## src/rtl/core/pbw_pkg.sv

```systemverilog
`default_nettype none

package pbw_pkg;

    // Result kinds
    localparam logic [2:0] KIND_SCALAR  = 3'd0;
    localparam logic [2:0] KIND_LENGTH  = 3'd1;
    localparam logic [2:0] KIND_PAYLOAD = 3'd2;
    localparam logic [2:0] KIND_MSG_OK  = 3'd3;
    localparam logic [2:0] KIND_ERROR   = 3'd4;

    // Wire types that the decoder understands
    localparam logic [2:0] WIRE_VARINT  = 3'd0;
    localparam logic [2:0] WIRE_FIXED64 = 3'd1;
    localparam logic [2:0] WIRE_LENGTH  = 3'd2;
    localparam logic [2:0] WIRE_FIXED32 = 3'd5;

    // Varint byte fields
    localparam logic [7:0] VARINT_DATA_MASK = 8'h7F;
    localparam int         VARINT_CONT_BIT  = 7;
    localparam logic [3:0] VARINT_LAST_IDX  = 4'd9;

    // Result queue depth; two slots must be free to take a byte
    localparam int QUEUE_DEPTH = 4;
    localparam int QUEUE_PTR_W = $clog2(QUEUE_DEPTH);
    localparam int QUEUE_CNT_W = $clog2(QUEUE_DEPTH + 1);

    typedef enum logic [5:0] {
        PH_TAG     = 6'b000001,
        PH_VARINT  = 6'b000010,
        PH_FIXED   = 6'b000100,
        PH_LENGTH  = 6'b001000,
        PH_PAYLOAD = 6'b010000,
        PH_DROP    = 6'b100000
    } t_phase;

    typedef struct packed {
        logic [2:0]  kind;
        logic [31:0] field_number;
        logic [2:0]  wire_type;
        logic [63:0] value;
        logic        payload_end;
        logic        last_result;
    } t_result;

    // Results produced by one byte, first in order
    typedef struct packed {
        logic [1:0] num;
        t_result    first;
        t_result    second;
    } t_push;

endpackage

`default_nettype wire

```

## src/rtl/core/protobuf_wire_parser.sv

```systemverilog
`default_nettype none

// Streaming protobuf wire-format decoder, one message byte per transfer.
// A byte is registered on input and decoded from that register; its
// results are written into a four-entry result queue, from which they
// leave in order, read straight from its memory. The block takes
// one byte per cycle as long as the consumer takes one result per cycle. A
// byte yields zero, one or two results (two when the message's last byte
// also yields a field, length or payload result, which is then followed by
// message ok or error); the queue must have two free entries
// for the registered byte to be decoded, which sets the rate when results
// pile up. Each result carries last_result on the final result of its byte.
// After an error all bytes up to the end of the message are dropped.
module protobuf_wire_parser (
    input  wire logic        i_clk,
    input  wire logic        i_rst_n,
    input  wire logic        i_in_valid,
    output logic             o_in_stall,
    input  wire logic [7:0]  i_in_byte,
    input  wire logic        i_end_of_message,
    output logic             o_out_valid,
    input  wire logic        i_out_stall,
    output logic [2:0]       o_kind,
    output logic [31:0]      o_field_number,
    output logic [2:0]       o_wire_type,
    output logic [63:0]      o_value,
    output logic             o_payload_end,
    output logic             o_last_result
);

    logic             r_in_valid;
    logic [7:0]       r_in_byte;
    logic             r_in_eom;
    logic             space;
    logic             consume;
    pbw_pkg::t_push   push;
    pbw_pkg::t_result result;

    assign consume    = r_in_valid && space;
    assign o_in_stall = r_in_valid && !space;

    // Input register
    always_ff @(posedge i_clk) begin
        if (!i_rst_n) begin
            r_in_valid <= 1'b0;
        end else if (!o_in_stall) begin
            r_in_valid <= i_in_valid;
        end
    end

    always_ff @(posedge i_clk) begin
        if (i_in_valid && !o_in_stall) begin
            r_in_byte <= i_in_byte;
            r_in_eom  <= i_end_of_message;
        end
    end

    pbw_decode u_decode (
        .i_clk            (i_clk),
        .i_rst_n          (i_rst_n),
        .i_go             (consume),
        .i_in_byte        (r_in_byte),
        .i_end_of_message (r_in_eom),
        .o_push           (push)
    );

    pbw_result_queue u_queue (
        .i_clk    (i_clk),
        .i_rst_n  (i_rst_n),
        .i_push   (push),
        .o_space  (space),
        .o_valid  (o_out_valid),
        .i_stall  (i_out_stall),
        .o_result (result)
    );

    assign o_kind         = result.kind;
    assign o_field_number = result.field_number;
    assign o_wire_type    = result.wire_type;
    assign o_value        = result.value;
    assign o_payload_end  = result.payload_end;
    assign o_last_result  = result.last_result;

    // Results enter the queue only when it has room for them
    a_push_space: assert property (@(posedge i_clk) disable iff (!i_rst_n)
        (push.num != 2'd0) |-> space)
        else $error("result push without queue space");

    // A single result closes its byte
    a_single_last: assert property (@(posedge i_clk) disable iff (!i_rst_n)
        (push.num == 2'd1) |-> push.first.last_result)
        else $error("single result lacks last mark");

    // Two results: only the second is marked last, and it closes the message
    a_pair_last: assert property (@(posedge i_clk) disable iff (!i_rst_n)
        (push.num == 2'd2) |-> (!push.first.last_result && push.second.last_result
            && (push.second.kind == pbw_pkg::KIND_MSG_OK
                || push.second.kind == pbw_pkg::KIND_ERROR)))
        else $error("result pair marked wrongly");

    // Two results come only from the last byte of a message
    a_pair_eom: assert property (@(posedge i_clk) disable iff (!i_rst_n)
        (push.num == 2'd2) |-> r_in_eom)
        else $error("two results without end of message");

endmodule

`default_nettype wire

```

## src/rtl/core/pbw_decode.sv

```systemverilog
`default_nettype none

module pbw_decode (
    input  wire logic           i_clk,
    input  wire logic           i_rst_n,
    input  wire logic           i_go,
    input  wire logic [7:0]     i_in_byte,
    input  wire logic           i_end_of_message,
    output pbw_pkg::t_push      o_push
);

    pbw_pkg::t_phase r_phase, n_phase;
    logic [63:0]     r_acc, n_acc;
    logic [3:0]      r_shift, n_shift;
    logic [31:0]     r_field, n_field;
    logic [2:0]      r_wire, n_wire;
    logic [63:0]     r_remain, n_remain;

    pbw_pkg::t_result res_main, res_eom, res_first;
    logic             main_vld, eom_vld;
    logic [6:0]       var_shamt;
    logic [5:0]       fix_shamt;
    logic [63:0]      vint;

    // Per-byte state update and result build
    always_comb begin
        n_phase   = r_phase;
        n_acc     = r_acc;
        n_shift   = r_shift;
        n_field   = r_field;
        n_wire    = r_wire;
        n_remain  = r_remain;
        res_main  = '0;
        res_eom   = '0;
        main_vld  = 1'b0;
        eom_vld   = 1'b0;
        vint      = '0;
        var_shamt = ({3'b000, r_shift} << 3) - {3'b000, r_shift};
        fix_shamt = {r_shift[2:0], 3'b000};

        case (r_phase)
            pbw_pkg::PH_TAG, pbw_pkg::PH_VARINT, pbw_pkg::PH_LENGTH: begin
                n_acc = r_acc | (64'(i_in_byte & pbw_pkg::VARINT_DATA_MASK) << var_shamt);
                if (i_in_byte[pbw_pkg::VARINT_CONT_BIT]) begin
                    if (r_shift >= pbw_pkg::VARINT_LAST_IDX) begin
                        // Overlong varint: flag and drop the rest of the message
                        main_vld               = 1'b1;
                        res_main.kind          = pbw_pkg::KIND_ERROR;
                        res_main.field_number  = r_field;
                        res_main.wire_type     = r_wire;
                        n_phase  = pbw_pkg::PH_DROP;
                        n_acc    = '0;
                        n_shift  = '0;
                        n_field  = '0;
                        n_wire   = '0;
                        n_remain = '0;
                    end else begin
                        n_shift = r_shift + 4'd1;
                    end
                end else begin
                    vint    = n_acc;
                    n_acc   = '0;
                    n_shift = '0;
                    if (r_phase == pbw_pkg::PH_TAG) begin
                        n_field = vint[34:3];
                        n_wire  = vint[2:0];
                        case (vint[2:0])
                            pbw_pkg::WIRE_VARINT:  n_phase = pbw_pkg::PH_VARINT;
                            pbw_pkg::WIRE_FIXED64: begin
                                n_phase  = pbw_pkg::PH_FIXED;
                                n_remain = 64'd8;
                            end
                            pbw_pkg::WIRE_FIXED32: begin
                                n_phase  = pbw_pkg::PH_FIXED;
                                n_remain = 64'd4;
                            end
                            pbw_pkg::WIRE_LENGTH:  n_phase = pbw_pkg::PH_LENGTH;
                            default: begin
                                // Unsupported wire type
                                main_vld              = 1'b1;
                                res_main.kind         = pbw_pkg::KIND_ERROR;
                                res_main.field_number = vint[34:3];
                                res_main.wire_type    = vint[2:0];
                                n_phase = pbw_pkg::PH_DROP;
                                n_field = '0;
                                n_wire  = '0;
                            end
                        endcase
                    end else if (r_phase == pbw_pkg::PH_VARINT) begin
                        main_vld              = 1'b1;
                        res_main.kind         = pbw_pkg::KIND_SCALAR;
                        res_main.field_number = r_field;
                        res_main.wire_type    = r_wire;
                        res_main.value        = vint;
                        n_phase = pbw_pkg::PH_TAG;
                        n_field = '0;
                        n_wire  = '0;
                    end else begin
                        main_vld              = 1'b1;
                        res_main.kind         = pbw_pkg::KIND_LENGTH;
                        res_main.field_number = r_field;
                        res_main.wire_type    = r_wire;
                        res_main.value        = vint;
                        if (vint == 64'd0) begin
                            n_phase = pbw_pkg::PH_TAG;
                            n_field = '0;
                            n_wire  = '0;
                        end else begin
                            n_remain = vint;
                            n_phase  = pbw_pkg::PH_PAYLOAD;
                        end
                    end
                end
            end
            pbw_pkg::PH_FIXED: begin
                n_acc   = r_acc | (64'(i_in_byte) << fix_shamt);
                n_shift = {1'b0, r_shift[2:0]} + 4'd1;
                if (r_remain != 64'd0) begin
                    n_remain = r_remain - 64'd1;
                end
                if (n_remain == 64'd0) begin
                    main_vld              = 1'b1;
                    res_main.kind         = pbw_pkg::KIND_SCALAR;
                    res_main.field_number = r_field;
                    res_main.wire_type    = r_wire;
                    res_main.value        = n_acc;
                    n_phase = pbw_pkg::PH_TAG;
                    n_acc   = '0;
                    n_shift = '0;
                    n_field = '0;
                    n_wire  = '0;
                end
            end
            pbw_pkg::PH_PAYLOAD: begin
                if (r_remain != 64'd0) begin
                    n_remain = r_remain - 64'd1;
                end
                main_vld              = 1'b1;
                res_main.kind         = pbw_pkg::KIND_PAYLOAD;
                res_main.field_number = r_field;
                res_main.wire_type    = r_wire;
                res_main.value        = 64'(i_in_byte);
                res_main.payload_end  = (n_remain == 64'd0);
                if (n_remain == 64'd0) begin
                    n_phase = pbw_pkg::PH_TAG;
                    n_acc   = '0;
                    n_shift = '0;
                    n_field = '0;
                    n_wire  = '0;
                end
            end
            default: begin
                // Dropping: ignore the byte
            end
        endcase

        // Close the message on its last byte
        if (i_end_of_message) begin
            if (n_phase == pbw_pkg::PH_TAG && n_shift == 4'd0) begin
                eom_vld      = 1'b1;
                res_eom.kind = pbw_pkg::KIND_MSG_OK;
            end else if (n_phase != pbw_pkg::PH_DROP) begin
                eom_vld              = 1'b1;
                res_eom.kind         = pbw_pkg::KIND_ERROR;
                res_eom.field_number = n_field;
                res_eom.wire_type    = n_wire;
            end
            n_phase  = pbw_pkg::PH_TAG;
            n_acc    = '0;
            n_shift  = '0;
            n_field  = '0;
            n_wire   = '0;
            n_remain = '0;
        end
    end

    // Order the results and mark the last one
    always_comb begin
        res_first             = main_vld ? res_main : res_eom;
        res_first.last_result = !(main_vld && eom_vld);
        o_push.first          = res_first;
        o_push.second         = res_eom;
        o_push.second.last_result = 1'b1;
        o_push.num            = i_go ? (2'(main_vld) + 2'(eom_vld)) : 2'd0;
    end

    // Hold state between bytes
    always_ff @(posedge i_clk) begin
        if (!i_rst_n) begin
            r_phase  <= pbw_pkg::PH_TAG;
            r_acc    <= '0;
            r_shift  <= '0;
            r_field  <= '0;
            r_wire   <= '0;
            r_remain <= '0;
        end else if (i_go) begin
            r_phase  <= n_phase;
            r_acc    <= n_acc;
            r_shift  <= n_shift;
            r_field  <= n_field;
            r_wire   <= n_wire;
            r_remain <= n_remain;
        end
    end

endmodule

`default_nettype wire

```

## src/rtl/core/pbw_result_queue.sv

```systemverilog
`default_nettype none

module pbw_result_queue (
    input  wire logic              i_clk,
    input  wire logic              i_rst_n,
    input  wire pbw_pkg::t_push    i_push,
    output logic                   o_space,
    output logic                   o_valid,
    input  wire logic              i_stall,
    output pbw_pkg::t_result       o_result
);

    pbw_pkg::t_result r_mem [pbw_pkg::QUEUE_DEPTH];

    logic [pbw_pkg::QUEUE_PTR_W-1:0] r_wr, n_wr, r_rd, n_rd, wr_next;
    logic [pbw_pkg::QUEUE_CNT_W-1:0] r_count, n_count;
    logic                            pop;

    // Room for the worst case of two results per byte
    assign o_space  = (r_count <= pbw_pkg::QUEUE_CNT_W'(pbw_pkg::QUEUE_DEPTH - 2));
    assign o_valid  = (r_count != '0);
    assign o_result = r_mem[r_rd];
    assign pop      = o_valid && !i_stall;
    assign wr_next  = r_wr + pbw_pkg::QUEUE_PTR_W'(1);

    // Advance pointers and occupancy
    always_comb begin
        n_wr    = r_wr + pbw_pkg::QUEUE_PTR_W'(i_push.num);
        n_rd    = pop ? r_rd + pbw_pkg::QUEUE_PTR_W'(1) : r_rd;
        n_count = r_count + pbw_pkg::QUEUE_CNT_W'(i_push.num)
                - pbw_pkg::QUEUE_CNT_W'(pop);
    end

    always_ff @(posedge i_clk) begin
        if (!i_rst_n) begin
            r_wr    <= '0;
            r_rd    <= '0;
            r_count <= '0;
        end else begin
            r_wr    <= n_wr;
            r_rd    <= n_rd;
            r_count <= n_count;
        end
    end

    // Store results of this byte
    always_ff @(posedge i_clk) begin
        if (i_push.num != 2'd0) begin
            r_mem[r_wr] <= i_push.first;
        end
        if (i_push.num == 2'd2) begin
            r_mem[wr_next] <= i_push.second;
        end
    end

endmodule

`default_nettype wire

```

## config.mk

```make
export PLATFORM = sky130hd
export DESIGN_NAME = protobuf_wire_parser
export DESIGN_NICKNAME = d
export VERILOG_FILES = /design/src/rtl/core/pbw_pkg.sv /design/src/rtl/core/protobuf_wire_parser.sv /design/src/rtl/core/pbw_decode.sv /design/src/rtl/core/pbw_result_queue.sv
export SDC_FILE = /design/constraint.sdc
export NUM_CORES = 2
export LEC_CHECK = 0
export BUFFER_PORTS_ARGS = -buffer_cell sky130_fd_sc_hd__buf_2
export CAP_MARGIN = 10
export CORE_UTILIZATION = 47
export CTS_CLUSTER_SIZE = 28
export DETAILED_ROUTE_END_ITERATION = 10
export PLACE_DENSITY = 0.68
export SYNTH_ARGS = -nofsm -noshare
export SYNTH_HDL_FRONTEND = slang
export SYNTH_SLANG_ARGS = --single-unit
```

## constraint.sdc

```tcl
create_clock -name i_clk -period 16.3 [get_ports i_clk]
set_input_delay 0.815 -clock i_clk [delete_from_list [all_inputs] [get_ports i_clk]]
set_output_delay 0.815 -clock i_clk [all_outputs]
set_load 0.01 [all_outputs]
```

**Word-level counts from Yosys, hierarchy flattened**

Memories as Yosys holds them, arrays and structs flattened. A register that Yosys moved wholly into a read port is not among the register bits.
Cells that the tools add are included.

- Bits in registers: 190
- Output and inout bits: 106
- RAM bits: 416
- Input port bits: 13
- Memories: 1

- Muxes and demuxes: 84
- Bitwise logic cells: 2
- Equality and inequality tests: 16
- Shift operators: 2
- Magnitude comparators: 2
- Add/sub/neg operators: 10
- Reduce and logical (&&, ||, !) cells: 24

Memory list:

| name | words | width | read ports | clocked after memory_dff | wr ports | line | text |
|---|---|---|---|---|---|---|---|
| u_queue.r_mem | 4 | 104 | 1 | 1 | 2 | pbw_result_queue.sv:13 | `pbw_pkg::t_result r_mem [pbw_pkg::QUEUE_DEPTH];` |

Operators with widths:

| cell | number |
|---|---|
| two-way mux 64 bit | 16 |
| case mux 64 bit (3 select lines) | 2 |
| case mux 102 bit (3 select lines) | 1 |
| two-way mux 32 bit | 9 |
| two-way mux 38 bit | 6 |
| logical NOT 64 bit | 3 |
| bitwise OR 64 bit | 2 |
| case mux 64 bit (2 select lines) | 1 |
| two-way mux 104 bit | 1 |
| two-way mux 100 bit | 1 |
| two-way mux 99 bit | 1 |
| case mux 32 bit (3 select lines) | 1 |
| nonzero test 64 bit | 1 |
| << shifter 7 x 7 -> 64 bit | 1 |
| << shifter 8 x 6 -> 64 bit | 1 |
| subtractor 64 x 1 -> 64 bit (second input constant) | 1 |
| two-way mux 6 bit | 6 |
| case mux 6 bit (3 select lines) | 2 |
| two-way mux 35 bit | 1 |
| two-way mux 3 bit | 10 |
| two-way mux 4 bit | 5 |
| two-way mux 1 bit | 13 |
| equality test 6 x 1 -> 1 bit (second input constant) | 2 |
| inequality test 6 bit (second input constant) | 2 |
| 38 further kinds | 51 |

**Depth between registers and ports, before layout**

- Depth in word-level cells: 18
- Gate-level depth with buffers: 29

**Modules after synthesis**

Synthesis repeated with hierarchy kept, for this count alone.

- Cells, all modules: 3,179
- Area total of the unflattened synthesis: 35,776.8 sq um

Modules (own cells, without submodules):

| module | seq. area each (sq um) | instances | cells each | area each (sq um) |
|---|---|---|---|---|
| pbw_result_queue | 12,672.2 | 1 | 1,060 | 20,525.9 |
| pbw_decode | 3,463.3 | 1 | 2,105 | 14,926.8 |
| protobuf_wire_parser | 290.3 | 1 | 14 | 324.1 |

**Least setup slack after synthesis**

No wires, ideal clock.

- Kind: reg2reg
- From: register u_decode.r_shift[1]
- To: memory u_queue.r_mem[2][100] (netlist name), enable pin
- Cell stages (with the launch flop): 26
- Path slack: 8,967 ps
- Setup time: 393 ps
- Data required time: 15,907 ps
- Data arrival time: 6,940 ps
- Path buffers: 7
- Cells stage by stage: dfxtp_1 -> buf_2 -> clkbuf_1 -> inv_1 -> ha_1 -> clkbuf_1 -> mux4_2 -> nand2_1 -> a31oi_1 -> a21o_1 -> or4_1 -> or4b_1 -> nor4_1 -> a21oi_1 -> or4_1 -> buf_2 -> inv_1 -> a21oi_1 -> ha_1 -> o21ai_1 -> or2_2 -> clkbuf_1 -> and2_1 -> clkbuf_1 -> clkbuf_1 -> inv_1

RTL lines:

| element | line | text |
|---|---|---|
| start: declaration | pbw_decode.sv:14 | `logic [3:0] r_shift, n_shift;` |
| start signal: assignment | pbw_decode.sv:199 | `r_shift <= n_shift;` |
| end: declaration | pbw_result_queue.sv:13 |  |

==> summary by stage <==
Run status
The flow ran to the end, and the final reports show no timing, DRC or antenna violations.

Synth
During synthesis, Yosys emitted a total of 0 warnings. The count of flip-flops with a built-in enable after synthesis is about 160. When the netlist entered floorplanning its net count stood at ~3600.

The synthesized netlist occupies a cell area of about 32000 µm². For this run, the leading register cell type out of synthesis is dfxtp_1. The mean instance size in the synthesized netlist is ~9.0 µm².

By area the synthesized netlist is led by dfxtp_1 (28%), edfxtp_1 (15%), mux4_2 (7.5%). The portion of synthesized cell area occupied by the leading cell type is 27.7%. The number of instances in the synthesized netlist is between 3000 and 4000. dfxtp_1 takes more of the synthesized area than any other cell.

Synthesis inferred 608 register bits. Of all flip-flops after synthesis, the portion carrying an async set or reset was 0%. The netlist uses 96 different library cells.

The sequential area share after synthesis is 42.7%.

Route
The via-per-instance ratio is 6.91. After the first detailed-routing iteration, the DRC count stood at just over 5000. In the routed design, unresolved DRC markers number 0.

Summing over every cut layer, the via total after detailed routing is approximately 31000. The post-route antenna net violation count is 0. The first detailed-routing pass took 7 iterations. In the final routed layout, each cell accounts on average for ~28 µm. The total length of routed wires is 125000 µm.

Critical path
The type of element capturing the critical path is a flop. The maximum single-stage delay on the critical path is 0.90 ns. Data on the critical path arrives at its endpoint at approximately 11 ns. The cell family contributing the most delay on the critical path is simple AND/OR/NAND/NOR gates. The depth of the most critical reg-to-reg path is 23. The most numerous cell on the critical path is buf_4.

The critical path goes through inv_1 -> ha_1 -> xnor2_1 -> buf_4 -> mux4_2 -> and2_1 -> a21oi_1 -> nand4b_1 -> or4b_1 -> nor4_1 -> a21oi_1 -> or4_1 -> inv_1 -> a21oi_1 -> ha_1 -> o21ai_1 -> or3_2 -> buf_4 -> and2_2 -> buf_4 -> clkinv_1 -> buf_4 -> o32a_1. The cell depth of the worst setup path is 23. The critical path in this run is classified as reg2reg. The cell at the slowest stage of the critical path is dfxtp_1. The kind of start point of the critical path is a flop. Of all nets on the critical path, the largest fanout is 81. The buffer and inverter count on the worst path is 7.

Data on the critical path is required at its endpoint by roughly 17 ns.

STA
Setup repair after global routing left no endpoint under its margin. For the pin with the worst max-slew slack, the measured transition is about 1.4 ns. The final-report max-slew violation count is 0. The maximum clock skew at final layout is ~0.05 ns. The worst relative slew slack is about a tenth. The final-report setup violation count is 0.

The final sum of negative setup slack is 0 ns. Based on the critical path, the design can be clocked at up to 0.100 GHz. The minimum clock period is roughly 10 ns.

The final hold violation count was 0. The fraction of the cycle the final worst path needs is about 61%.

Finish
The number of inserted filler cells in the final layout is 6175. The final net count is between 3000 and 4000. Across the whole layout, storage elements account for roughly 14000 µm². After routing the design area is roughly 36000 µm².

The fraction of layout instances using a drive strength above 1 is between 10 and 15%. The area added between synthesis and finish is 10.9%. Once layout is complete, the utilization of the core stands at between 50% and 60%.

The multi-input combinational cells in the finished layout cover a total of between 15000 and 20000 µm².

Clock network
The clock tree synthesis step divided the H-tree into 3 levels. In this run the clock root is driven by a clkbuf_16. The number of setup buffers added after CTS is 0. The number of clock sinks seen by CTS is 608.

The number of CTS-inserted buffers is between 60 and 70. The number of buffers added to fix hold violations after cts is 0. The CTS clock-pin slew for the worst setup and hold paths is approximately 0.06 ns.

Post-CTS repair changed the size of 0 cells. The deepest clock path buffer count is 3. The CTS tree is built.

The later pin in the worst-skew pair is clocked with a latency of about 0.65 ns.

Worst hold path
Along the worst hold path, the cell count comes to 1. The min-delay analysis places its worst path in the category in2reg.

Pwr
The share of total power dissipated in the clock network is about 38%. The share of power burned in registers is between 30% and 40%. The switching power total is about 1.4 mW. The standby leakage power is about 12 nW. The internal power of the cells totals approximately 2.8 mW. The proportion of total power due to net switching is 33.5%. Combinational cells account for roughly a quarter of the total power.

In this run the power density over the cells is between 100 and 150 nW/µm². The worst-case vdd ir drop is 0.0779 mV.

Global routing
The overall routing resource usage is a little over a third. The via count of the first global-routing pass is between 20000 and 30000. The initial antenna violation count is 7. The total grt overflow is 0.

The first global-routing pass estimated roughly 190000 µm of wire. Entering global routing, the biggest net connects slightly below 100 pins.

Placed design
The detailed-placement wirelength estimate is about 84000 µm. The standard cell area after detailed placement is ~33000 µm². The final weighted congestion in routability-driven placement is around 1.0. The count of buffers from port buffering is 118.

Floorplanning
The area inside the core boundary is around 68000 µm². The die outline area is between 60000 and 70000 µm². The chip height is 264 µm. The initial core utilization is between 40% and 50%. The total number of placement rows is between 90 and 100. The width of the die is 264 µm.

The I/O pin count is ~120.

Run
Max-cap violations in this run came to 0.
-- final timing paths --
kind / slack (ns) / endpoint / start
worst max-delay path: 6.31 / u_queue.r_mem[0][0]$_SDFFE_PP1N_ / u_decode.r_shift[1]$_SDFFE_PN0P_
worst min-delay path: 0.37 / r_in_eom$_DFFE_PP_ / i_end_of_message
worst max register to register: 6.31 / u_queue.r_mem[0][0]$_SDFFE_PP1N_ / u_decode.r_shift[1]$_SDFFE_PN0P_
worst min register to register: 0.45 / u_queue.r_mem[3][54]$_SDFFE_PP0N_ / u_queue.r_mem[3][54]$_SDFFE_PP0N_
-- layout by cell type (no fill, tap or decap), drive strengths merged, types with 46 or more instances in the layout --
cell / instances
nor3: 50
o21ai: 417
a22oi: 91
dfxtp: 447
nand2: 480
nor2: 175
nor4: 51
nor2b: 69
nand3: 151
a21oi: 205
o22ai: 75
a21boi: 60
mux4: 108
clkbuf: 89
edfxtp: 161
a32o: 63
a21o: 46
o32ai: 75
buf: 208
-- power by group through the flow --
stage                     clock (mW)  sequential, mW  combinational (mW)
after global routing            1.67            1.66                1.03
after CTS                       1.61            1.65               0.958
final                           1.60            1.65               0.990
after floorplan                    0            1.64               0.662
after global placement             0            1.68               0.953
after detailed placement           0            1.68               0.955
-- layout make-up --
cell class | count | share of cell area [%]
clock buffer | 89 | 5.14
inverter | 32 | 0.336
antenna | 2 | 0.0140
sequential | 608 | 38.6
clock inverter | 35 | 1.33
timing repair buffer | 208 | 3.54
tap | 873 | 3.05
multi-input combinational | 2620 | 48.0
-- cells by family after synthesis --
logic type,count (synthesis),synth area share [%]
and+or+nand+nor,1170,17.4
adders and majority gates,11,0.450
AOI/OAI and AO/OA,1266,25.7
DFF,608,42.7
muxes,123,8.04
xor gates and xnor gates,50,1.36
buffers and inverters,351,4.31
-- stage by stage --
stage / instances / hold WS (ns) / total power, mW / setup WS [ns]
3_3_place_gp: 4340 / 0.429 / 2.63 / 6.71
3_5_place_dp: 4340 / 0.437 / 2.64 / 6.49
6_report: 4467 / 0.370 / 4.24 / 6.31
5_1_grt: 4465 / 0.363 / 4.35 / 5.80
4_1_cts: 4464 / 0.359 / 4.21 / 6.50
2_1_floorplan: 3579 / 0.420 / 2.30 / 8.97
-- flip-flops by register name, indices dropped and copies added (netlist names), 3 cells and up, named ones only --
name	flops
u_decode.r_remain	64
u_queue.r_count	3
u_decode.r_acc	64
u_decode.r_shift	4
u_decode.r_phase	6
u_decode.r_field	32
u_decode.r_wire	3
r_in_byte	8
u_queue.r_mem	416
-- synth_stat cells, types with 20 or more instances --
cell      number
dfxtp_1      447
buf_1         28
nor2b_1       69
nand2_1      480
clkbuf_1     249
nor4_1        48
edfxtp_1     161
a22o_1        22
a32o_1        63
a21o_1        46
a21oi_1      203
nor2_1       173
nor3_1        48
o21ai_0      404
and2_1        24
mux4_2       108
inv_1         29
a31oi_1       20
a21boi_0      56
o31ai_1       41
or3_1         31
nand3_1      151
xnor2_1       36
and3_1        20
a22oi_1       91
nand4_1       27
o22ai_1       75
buf_2         37
o32ai_1       75
-- metal layers --
metal	share of wire (%)	vias to the layer above	GRT usage, %
li1	-	13500	-
met1	40	14900	48.4
met2	42	2133	50.0
met3	12	392	9.94
met4	5.4	4	16.7
met5	0.021	-	0
(Power assumes the default switching activity.)
